===== config.mk =====
export PLATFORM = sky130hd
export DESIGN_NAME = terminal_escape_key_decoder
export DESIGN_NICKNAME = d
export VERILOG_FILES = /design/src/rtl/tekd_pkg.sv /design/src/rtl/terminal_escape_key_decoder.sv
export SDC_FILE = /design/constraint.sdc
export NUM_CORES = 1
export LEC_CHECK = 0
export CORE_MARGIN = 3
export CORE_UTILIZATION = 60
export CTS_CLUSTER_DIAMETER = 100
export DETAILED_ROUTE_END_ITERATION = 10
export DONT_BUFFER_PORTS = 1
export GPL_ROUTABILITY_DRIVEN = 0
export PLACE_DENSITY = 0.78
export SETUP_SLACK_MARGIN = 0.05
export SLEW_MARGIN = 20
export SYNTH_ARGS = -nofsm -noshare
export SYNTH_HDL_FRONTEND = slang
export SYNTH_SLANG_ARGS = --single-unit

===== constraint.sdc =====
create_clock -name i_clk -period 2.2 [get_ports i_clk]
set_input_delay 0.11 -clock i_clk [delete_from_list [all_inputs] [get_ports i_clk]]
set_output_delay 0.11 -clock i_clk [all_outputs]
set_load 0.05 [all_outputs]

===== src/rtl/tekd_pkg.sv =====
// Package: state type, byte constants and key codes for the escape key decoder.
`timescale 1ns / 1ps
`default_nettype none

package tekd_pkg;

    typedef enum logic [1:0] {
        PH_IDLE = 2'd0,
        PH_ESC  = 2'd1,
        PH_SS3  = 2'd2,
        PH_CSI  = 2'd3
    } t_phase;

    typedef enum logic [1:0] {
        SEMI_NONE  = 2'd0,
        SEMI_SEEN  = 2'd1,
        SEMI_AFTER = 2'd2
    } t_semi;

    localparam logic [7:0] BYTE_ESC   = 8'h1B;
    localparam logic [7:0] BYTE_O     = 8'h4F;
    localparam logic [7:0] BYTE_P     = 8'h50;
    localparam logic [7:0] BYTE_LBR   = 8'h5B;
    localparam logic [7:0] BYTE_SEMI  = 8'h3B;
    localparam logic [7:0] BYTE_0     = 8'h30;
    localparam logic [7:0] BYTE_1     = 8'h31;
    localparam logic [7:0] BYTE_2     = 8'h32;
    localparam logic [7:0] BYTE_3     = 8'h33;
    localparam logic [7:0] BYTE_4     = 8'h34;
    localparam logic [7:0] BYTE_5     = 8'h35;
    localparam logic [7:0] BYTE_6     = 8'h36;
    localparam logic [7:0] BYTE_7     = 8'h37;
    localparam logic [7:0] BYTE_8     = 8'h38;
    localparam logic [7:0] BYTE_9     = 8'h39;
    localparam logic [7:0] BYTE_A     = 8'h41;
    localparam logic [7:0] BYTE_B     = 8'h42;
    localparam logic [7:0] BYTE_C     = 8'h43;
    localparam logic [7:0] BYTE_D     = 8'h44;
    localparam logic [7:0] BYTE_F     = 8'h46;
    localparam logic [7:0] BYTE_H     = 8'h48;
    localparam logic [7:0] BYTE_Z     = 8'h5A;
    localparam logic [7:0] BYTE_TILDE = 8'h7E;

    localparam logic [7:0] KEY_NONE        = 8'h00;
    localparam logic [7:0] KEY_LEFT        = 8'hB4;
    localparam logic [7:0] KEY_UP          = 8'hB5;
    localparam logic [7:0] KEY_DOWN        = 8'hB6;
    localparam logic [7:0] KEY_RIGHT       = 8'hB7;
    localparam logic [7:0] KEY_SHIFT_LEFT  = 8'hB8;
    localparam logic [7:0] KEY_SHIFT_UP    = 8'hB9;
    localparam logic [7:0] KEY_SHIFT_DOWN  = 8'hBA;
    localparam logic [7:0] KEY_SHIFT_RIGHT = 8'hBB;
    localparam logic [7:0] KEY_CTRL_LEFT   = 8'hBC;
    localparam logic [7:0] KEY_CTRL_RIGHT  = 8'hBD;
    localparam logic [7:0] KEY_F1          = 8'hC1;
    localparam logic [7:0] KEY_BACK_TAB    = 8'hC2;
    localparam logic [7:0] KEY_HOME        = 8'hD2;
    localparam logic [7:0] KEY_DELETE      = 8'hD4;
    localparam logic [7:0] KEY_END         = 8'hD5;
    localparam logic [7:0] KEY_PAGE_UP     = 8'hD6;
    localparam logic [7:0] KEY_PAGE_DOWN   = 8'hD7;
    localparam logic [7:0] KEY_SHIFT_HOME  = 8'hD8;
    localparam logic [7:0] KEY_SHIFT_END   = 8'hD9;
    localparam logic [7:0] KEY_CTRL_HOME   = 8'hDA;
    localparam logic [7:0] KEY_CTRL_END    = 8'hDB;

    function automatic logic [7:0] pick_mod(input logic [7:0] plain,
                                            input logic [7:0] shifted,
                                            input logic [7:0] ctrled,
                                            input logic shift_flag,
                                            input logic ctrl_flag);
        logic [7:0] key;
        if (ctrl_flag) begin
            key = ctrled;
        end else if (shift_flag) begin
            key = shifted;
        end else begin
            key = plain;
        end
        return key;
    endfunction

    function automatic logic [7:0] decode_final(input logic [7:0] fin,
                                                input logic [7:0] p0,
                                                input logic [7:0] p1,
                                                input logic shift_flag,
                                                input logic ctrl_flag);
        logic       shift_only;
        logic [7:0] key;
        shift_only = shift_flag & ~ctrl_flag;
        case (fin)
            BYTE_A: key = shift_only ? KEY_SHIFT_UP : KEY_UP;
            BYTE_B: key = shift_only ? KEY_SHIFT_DOWN : KEY_DOWN;
            BYTE_C: key = pick_mod(KEY_RIGHT, KEY_SHIFT_RIGHT, KEY_CTRL_RIGHT,
                                   shift_flag, ctrl_flag);
            BYTE_D: key = pick_mod(KEY_LEFT, KEY_SHIFT_LEFT, KEY_CTRL_LEFT,
                                   shift_flag, ctrl_flag);
            BYTE_H: key = pick_mod(KEY_HOME, KEY_SHIFT_HOME, KEY_CTRL_HOME,
                                   shift_flag, ctrl_flag);
            BYTE_F: key = pick_mod(KEY_END, KEY_SHIFT_END, KEY_CTRL_END,
                                   shift_flag, ctrl_flag);
            BYTE_Z: key = KEY_BACK_TAB;
            BYTE_TILDE: begin
                if (p0 == BYTE_1 && p1 == BYTE_1) begin
                    key = KEY_F1;
                end else if (p0 == BYTE_3) begin
                    key = KEY_DELETE;
                end else if (p0 == BYTE_5) begin
                    key = KEY_PAGE_UP;
                end else if (p0 == BYTE_6) begin
                    key = KEY_PAGE_DOWN;
                end else if (p0 == BYTE_1 || p0 == BYTE_7) begin
                    key = pick_mod(KEY_HOME, KEY_SHIFT_HOME, KEY_CTRL_HOME,
                                   shift_flag, ctrl_flag);
                end else if (p0 == BYTE_4 || p0 == BYTE_8) begin
                    key = pick_mod(KEY_END, KEY_SHIFT_END, KEY_CTRL_END,
                                   shift_flag, ctrl_flag);
                end else begin
                    key = KEY_NONE;
                end
            end
            default: key = KEY_NONE;
        endcase
        return key;
    endfunction

endpackage

`default_nettype wire


===== src/rtl/terminal_escape_key_decoder.sv =====
// Top level: terminal escape sequence key decoder with input and result registers.
//
//  channel | dir | handshake               | payload
//  --------+-----+-------------------------+------------------------------
//  s       | in  | i_s_tvalid / o_s_tready | i_s_tdata[7:0] rx_byte
//  m       | out | o_m_tvalid / i_m_tready | o_m_tdata[7:0] key_code
//
//  One byte per cycle unless m stalls; a taken byte sits in the input register until it
//  advances through the single decode stage between the input and result registers.
//  Bytes that only continue a sequence leave no result.
//  Reset is synchronous, active low, and returns the decoder to idle.
//  A stall on m holds the result; s keeps taking bytes until the input register fills.
`timescale 1ns / 1ps
`default_nettype none

module terminal_escape_key_decoder #(
    parameter int PARAM_MAX = 7
) (
    input  wire logic       i_clk,
    input  wire logic       i_rst_n,
    input  wire logic       i_s_tvalid,
    output logic            o_s_tready,
    input  wire logic [7:0] i_s_tdata,   // [7:0] rx_byte
    output logic            o_m_tvalid,
    input  wire logic       i_m_tready,
    output logic [7:0]      o_m_tdata    // [7:0] key_code
);

    localparam int CW = $clog2(PARAM_MAX + 1);
    localparam logic [CW-1:0] CNT_MAX = CW'(PARAM_MAX);

    logic              r_in_valid;
    logic [7:0]        r_in_byte;
    logic              r_out_valid;
    logic [7:0]        r_out_key;

    tekd_pkg::t_phase  r_phase, n_phase;
    logic [CW-1:0]     r_param_count, n_param_count;
    logic [7:0]        r_p0, n_p0;
    logic [7:0]        r_p1, n_p1;
    tekd_pkg::t_semi   r_semi, n_semi;
    logic              r_shift, n_shift;
    logic              r_ctrl, n_ctrl;
    logic              n_emit;
    logic [7:0]        n_key;

    logic              advance;
    logic              s_fire;
    logic              is_param;

    assign advance    = r_in_valid & (~r_out_valid | i_m_tready);
    assign o_s_tready = ~r_in_valid | advance;
    assign s_fire     = i_s_tvalid & o_s_tready;
    assign o_m_tvalid = r_out_valid;
    assign o_m_tdata  = r_out_key;

    assign is_param = (r_in_byte >= tekd_pkg::BYTE_0 && r_in_byte <= tekd_pkg::BYTE_9)
                      || r_in_byte == tekd_pkg::BYTE_SEMI;

    always_ff @(posedge i_clk) begin
        if (!i_rst_n) begin
            r_in_valid <= 1'b0;
        end else if (s_fire) begin
            r_in_valid <= 1'b1;
        end else if (advance) begin
            r_in_valid <= 1'b0;
        end
        if (s_fire) begin
            r_in_byte <= i_s_tdata;
        end
    end

    always_ff @(posedge i_clk) begin
        if (!i_rst_n) begin
            r_out_valid <= 1'b0;
        end else if (advance && n_emit) begin
            r_out_valid <= 1'b1;
        end else if (i_m_tready) begin
            r_out_valid <= 1'b0;
        end
        if (advance && n_emit) begin
            r_out_key <= n_key;
        end
    end

    always_ff @(posedge i_clk) begin
        if (!i_rst_n) begin
            r_phase       <= tekd_pkg::PH_IDLE;
            r_param_count <= '0;
            r_p0          <= '0;
            r_p1          <= '0;
            r_semi        <= tekd_pkg::SEMI_NONE;
            r_shift       <= 1'b0;
            r_ctrl        <= 1'b0;
        end else if (advance) begin
            r_phase       <= n_phase;
            r_param_count <= n_param_count;
            r_p0          <= n_p0;
            r_p1          <= n_p1;
            r_semi        <= n_semi;
            r_shift       <= n_shift;
            r_ctrl        <= n_ctrl;
        end
    end

    always_comb begin
        n_phase       = r_phase;
        n_param_count = r_param_count;
        n_p0          = r_p0;
        n_p1          = r_p1;
        n_semi        = r_semi;
        n_shift       = r_shift;
        n_ctrl        = r_ctrl;
        n_emit        = 1'b0;
        n_key         = tekd_pkg::KEY_NONE;
        case (r_phase)
            tekd_pkg::PH_IDLE: begin
                if (r_in_byte == tekd_pkg::BYTE_ESC) begin
                    n_phase = tekd_pkg::PH_ESC;
                end else begin
                    n_emit = 1'b1;
                    n_key  = r_in_byte;
                end
            end
            tekd_pkg::PH_ESC: begin
                if (r_in_byte == tekd_pkg::BYTE_O) begin
                    n_phase = tekd_pkg::PH_SS3;
                end else if (r_in_byte == tekd_pkg::BYTE_LBR) begin
                    n_phase       = tekd_pkg::PH_CSI;
                    n_param_count = '0;
                    n_p0          = '0;
                    n_p1          = '0;
                    n_semi        = tekd_pkg::SEMI_NONE;
                    n_shift       = 1'b0;
                    n_ctrl        = 1'b0;
                end else begin
                    n_phase = tekd_pkg::PH_IDLE;
                    n_emit  = 1'b1;
                end
            end
            tekd_pkg::PH_SS3: begin
                n_phase = tekd_pkg::PH_IDLE;
                n_emit  = 1'b1;
                n_key   = (r_in_byte == tekd_pkg::BYTE_P) ? tekd_pkg::KEY_F1
                                                          : tekd_pkg::KEY_NONE;
            end
            tekd_pkg::PH_CSI: begin
                if (is_param) begin
                    // drop parameter characters past the limit
                    if (r_param_count < CNT_MAX) begin
                        if (r_param_count == '0) begin
                            n_p0 = r_in_byte;
                        end else if (r_param_count == CW'(1)) begin
                            n_p1 = r_in_byte;
                        end
                        n_param_count = r_param_count + CW'(1);
                        if (r_semi == tekd_pkg::SEMI_NONE) begin
                            if (r_in_byte == tekd_pkg::BYTE_SEMI) begin
                                n_semi = tekd_pkg::SEMI_SEEN;
                            end
                        end else if (r_semi == tekd_pkg::SEMI_SEEN) begin
                            if (r_in_byte == tekd_pkg::BYTE_2) begin
                                n_shift = 1'b1;
                            end
                            if (r_in_byte == tekd_pkg::BYTE_5) begin
                                n_ctrl = 1'b1;
                            end
                            n_semi = tekd_pkg::SEMI_AFTER;
                        end
                    end
                end else begin
                    n_phase = tekd_pkg::PH_IDLE;
                    n_emit  = 1'b1;
                    n_key   = tekd_pkg::decode_final(r_in_byte, r_p0, r_p1,
                                                     r_shift, r_ctrl);
                end
            end
            default: begin
                n_phase = tekd_pkg::PH_IDLE;
            end
        endcase
    end

    a_count_bound: assert property (@(posedge i_clk) disable iff (!i_rst_n)
        r_param_count <= CNT_MAX)
        else $error("parameter count beyond limit");

    a_mod_exclusive: assert property (@(posedge i_clk) disable iff (!i_rst_n)
        !(r_shift && r_ctrl))
        else $error("shift and ctrl both set");

    a_esc_opens: assert property (@(posedge i_clk) disable iff (!i_rst_n)
        (advance && r_phase == tekd_pkg::PH_IDLE && r_in_byte == tekd_pkg::BYTE_ESC)
        |=> (r_phase == tekd_pkg::PH_ESC && !$rose(r_out_valid)))
        else $error("escape did not open a sequence");

    a_result_source: assert property (@(posedge i_clk) disable iff (!i_rst_n)
        $rose(o_m_tvalid) |-> $past(advance))
        else $error("result without a decoded request");

    a_sequence_closes: assert property (@(posedge i_clk) disable iff (!i_rst_n)
        (advance && n_emit) |=> r_phase == tekd_pkg::PH_IDLE)
        else $error("result given without returning to idle");

endmodule

`default_nettype wire


==> flow_metrics.py <==
metrics = {
    "min_path": {
        "hp-start": "i_rst_n",
        "holdPathEnd": "r_p0[1]$_SDFFE_PN0P_",
        "hp-class": "primary input to flop",
        "hold_path_depth": 2,
    },
    "setup_path": {
        "path_cells": "buf_4, nand2b_1, nor2_1, o41ai_4, o32ai_1",
        "r2r.worst_path.cells": 5,
        "worstPathArrival_ps": 2100,
        "r2r_start": "r_in_byte[3]$_DFFE_PP_",
        "crit_buf_inv": 1,
        "crit_path_max_incr_delay_ps": 600,
        "slowest_stage": "edfxtp_1",
        "cp-start-kind": "flop",
        "rr_endpoint": "o_m_tdata[2]$_DFFE_PP_",
        "path_max_fanout": 12,
        "crit_type": "flop to flop",
        "crit_family": "compound AO/OA/AOI/OAI gates",
        "crit_required_ps": 2220,
        "endpoint_kind": "flop",
        "rrSetupSlack_ps": 130,
    },
    "routing": {
        "wl_mm": 6.71,
        "drc": 0,
        "wl_met3_um": 456,
        "drt-pass1-iter-count": 6,
        "route.met2.wl_mm": 3.27,
        "wl_per_cell_um": 18.6,
        "vias_per_cell": 6.83,
        "drtIter0Drc": 230,
        "vias": 2458,
        "highest_layer": "met4",
        "postRouteAntennaNets": 0,
        "wl_met1_mm": 2.77,
    },
    "cells_and_area": {
        "syn_to_final_growth_pct": 15.8,
        "nNetsFinal": 324,
        "drive_gt1_frac": 0.168,
        "fill_cells": 294,
        "diodes": 0,
        "ff_latch_area_mm2": 0.00102,
        "multiInputGateArea_mm2": 0.00149,
    },
    "floorplanning": {
        "die_area_mm2": 0.00521,
        "core-area_mm2": 0.00412,
        "rows": 23,
        "die_h_um": 72.2,
        "start_util": 0.639,
        "boundaryPins": 22,
        "fp.dieW_um": 72.2,
    },
    "logic_synthesis": {
        "yosysMostFrequentCell": "dfxtp_1",
        "syn_inst": 286,
        "syn_nets": 301,
        "synth_enable_flop_cells": 16,
        "ys_async_sr_fraction": 0,
        "synth.area.top_cells": "dfxtp_1 21%, edfxtp_1 18%, a21oi_1 3.0%",
        "synth-seq-area-share": 0.388,
        "netlist_area_mm2": 0.00263,
        "synthDistinctLibCells": 67,
        "yosys.area.top_type_share": 0.206,
        "synthFlopType": "dfxtp_1",
        "synth_top_cells_by_count": "27 x dfxtp_1, 20 x nand2_1, 18 x nor2_1",
        "ys_seq_elements": 43,
        "yosys_warnings": 0,
        "synth_top_cell_by_area": "dfxtp_1",
        "avgSynthCellArea_um2": 9.19,
    },
    "cts": {
        "ctsLongestPathBuffers": 2,
        "clk_latency_ps": 290,
        "clkTransAtPathRegs_ps": 80,
        "cts_buffers": 5,
        "cts-root-buf": "clkbuf_8",
        "cts_tree": "done",
        "htree_levels": 2,
        "clock_sinks": 43,
    },
    "timing": {
        "finalSetupTns_ps": 0,
        "layout_min_cycle_time_ps": 2070,
        "relSlewSlack": 0.614,
        "setup-violations-final": 0,
        "min_period_over_period": 0.942,
        "whs_ps": 19.4,
        "rsz0062_at_grt": "true",
        "tightest_slew_ps": 577,
        "timing.fmax_mhz": 483,
        "worst_clock_skew_ps": 3.57,
        "hold_viol": 0,
        "maxSlewViolCount": 0,
    },
    "power": {
        "power_frac_comb": 0.092,
        "peakVddDrop_mv": 0.540,
        "p_switching_mw": 0.410,
        "total_leakage_power_nw": 1.11,
        "clockPowerShare": 0.383,
        "p_seq_frac": 0.525,
        "p_per_area_mw_per_mm2": 559,
        "p_int_mw": 1.29,
        "swShare": 0.241,
    },
    "global_routing": {
        "grt.total_usage": 0.268,
        "overflow": 0,
        "first_global_vias": 2221,
        "grt_max_degree": 17,
        "antenna_found_initial": 0,
        "grt_pass1_wl_mm": 10.9,
    },
    "job": {
        "cap_violations": 0,
    },
    "run_status": {
        "outcome": "completed",
    },
    "placed_design": {
        "io_buffers": 0,
        "hpwlAfterDp_mm": 4.63,
    },
}
power by group through the flow:
stage,combinational [mW],sequential [mW],clock (mW)
floorplan,0.0980,0.900,0
global placement,0.114,0.914,0
detailed placement,0.117,0.915,0
CTS,0.135,0.897,0.663
global route,0.171,0.895,0.690
finish,0.157,0.893,0.652
metal layers:
metal,global-route usage,up-vias
li1,-,1132
met4,0.106,0
met2,0.435,129
met3,0.0609,24
met1,0.347,1173
met5,0,-
sequential cells by signal, summed over array words and instances, names as in the netlist:
signal	cells
o_m_tdata	8
o_m_tvalid	1
r_ctrl	1
r_in_byte	8
r_in_valid	1
r_p0	8
r_p1	8
r_param_count	3
r_phase	2
r_semi	2
r_shift	1
final cells by class:
class	instances	share of cell area
sequential	43	0.335
clock inverter	2	0.0127
multi-input combinational	215	0.491
tap	50	0.0206
clock buffer	6	0.0271
inverter	6	0.00740
timing repair buffer	38	0.106
metrics by stage:
| step | std cells | instance area (um2) | setup slack [ps] | util | total power, mW |
|---|---|---|---|---|---|
| 4_1_cts | 353 | 2970 | 93.3 | 0.722 | 1.69 |
| 5_1_grt | 360 | 3040 | 20.8 | 0.740 | 1.76 |
| 3_3_place_gp | 335 | 2750 | 160 | 0.668 | 1.03 |
| 6_report | 360 | 3040 | 128 | 0.740 | 1.70 |
| 2_1_floorplan | 286 | 2630 | 175 | - | 0.998 |
| 3_5_place_dp | 335 | 2750 | 137 | 0.668 | 1.03 |
worst max path at each step:
stage	from	endpoint	slack [ps]	depth (start not counted)
floorplan	o_m_tvalid$_SDFFE_PN0P_	o_m_tdata[0]$_DFFE_PP_	180	4
global placement	r_in_byte[0]$_DFFE_PP_	o_m_tdata[2]$_DFFE_PP_	160	6
detailed placement	r_in_byte[1]$_DFFE_PP_	o_m_tdata[2]$_DFFE_PP_	140	4
CTS	r_in_byte[0]$_DFFE_PP_	o_m_tdata[2]$_DFFE_PP_	90	6
global route	r_in_byte[0]$_DFFE_PP_	o_m_tdata[3]$_DFFE_PP_	20	7
finish	r_in_byte[3]$_DFFE_PP_	o_m_tdata[2]$_DFFE_PP_	130	5
cell families (layout without fill, tap and decap cells):
group / Yosys count / after routing / synth area share
and+or+nand+nor: 122 / 122 / 0.295
AOI/OAI and AO/OA: 77 / 77 / 0.202
DFF: 43 / 43 / 0.388
buffers and inverters: 28 / 52 / 0.0509
muxes: 10 / 10 / 0.0390
adders and majority gates: 3 / 3 / 0.0143
xor gates and xnor gates: 3 / 3 / 0.0100
repair_timing:
item / 4_1_cts / 5_1_grt
resized for setup: 0 / 2
setup endpoints to repair: 0 / 13
hold buffers: 10 / 0
hold endpoints to repair: 22 / 0
setup buffers: 0 / 7
cells in the final DEF (no fill, tap or decap), types with 3 or more instances in the layout:
cell	Yosys	final
nor2_1	18	18
a21oi_1	16	16
ha_1	3	3
o31ai_1	3	3
nor3_1	6	6
mux2i_1	8	8
nand2b_1	9	9
o211ai_1	4	4
inv_1	6	6
nand2_1	20	20
dlygate4sd3_1	0	10
a32oi_1	3	3
dfxtp_1	27	27
clkbuf_8	0	6
buf_4	1	27
o21ai_1	4	4
nor4_1	3	3
nand4_1	8	8
and2_1	3	3
nor4b_1	3	3
and3_1	4	4
nor4bb_1	4	4
o32ai_1	4	4
nand3_1	13	13
nor2b_1	8	8
nand3b_1	3	3
o21ai_0	14	14
edfxtp_1	16	16
a31oi_1	8	8
No activity file was read; power rests on OpenSTA's default activity.
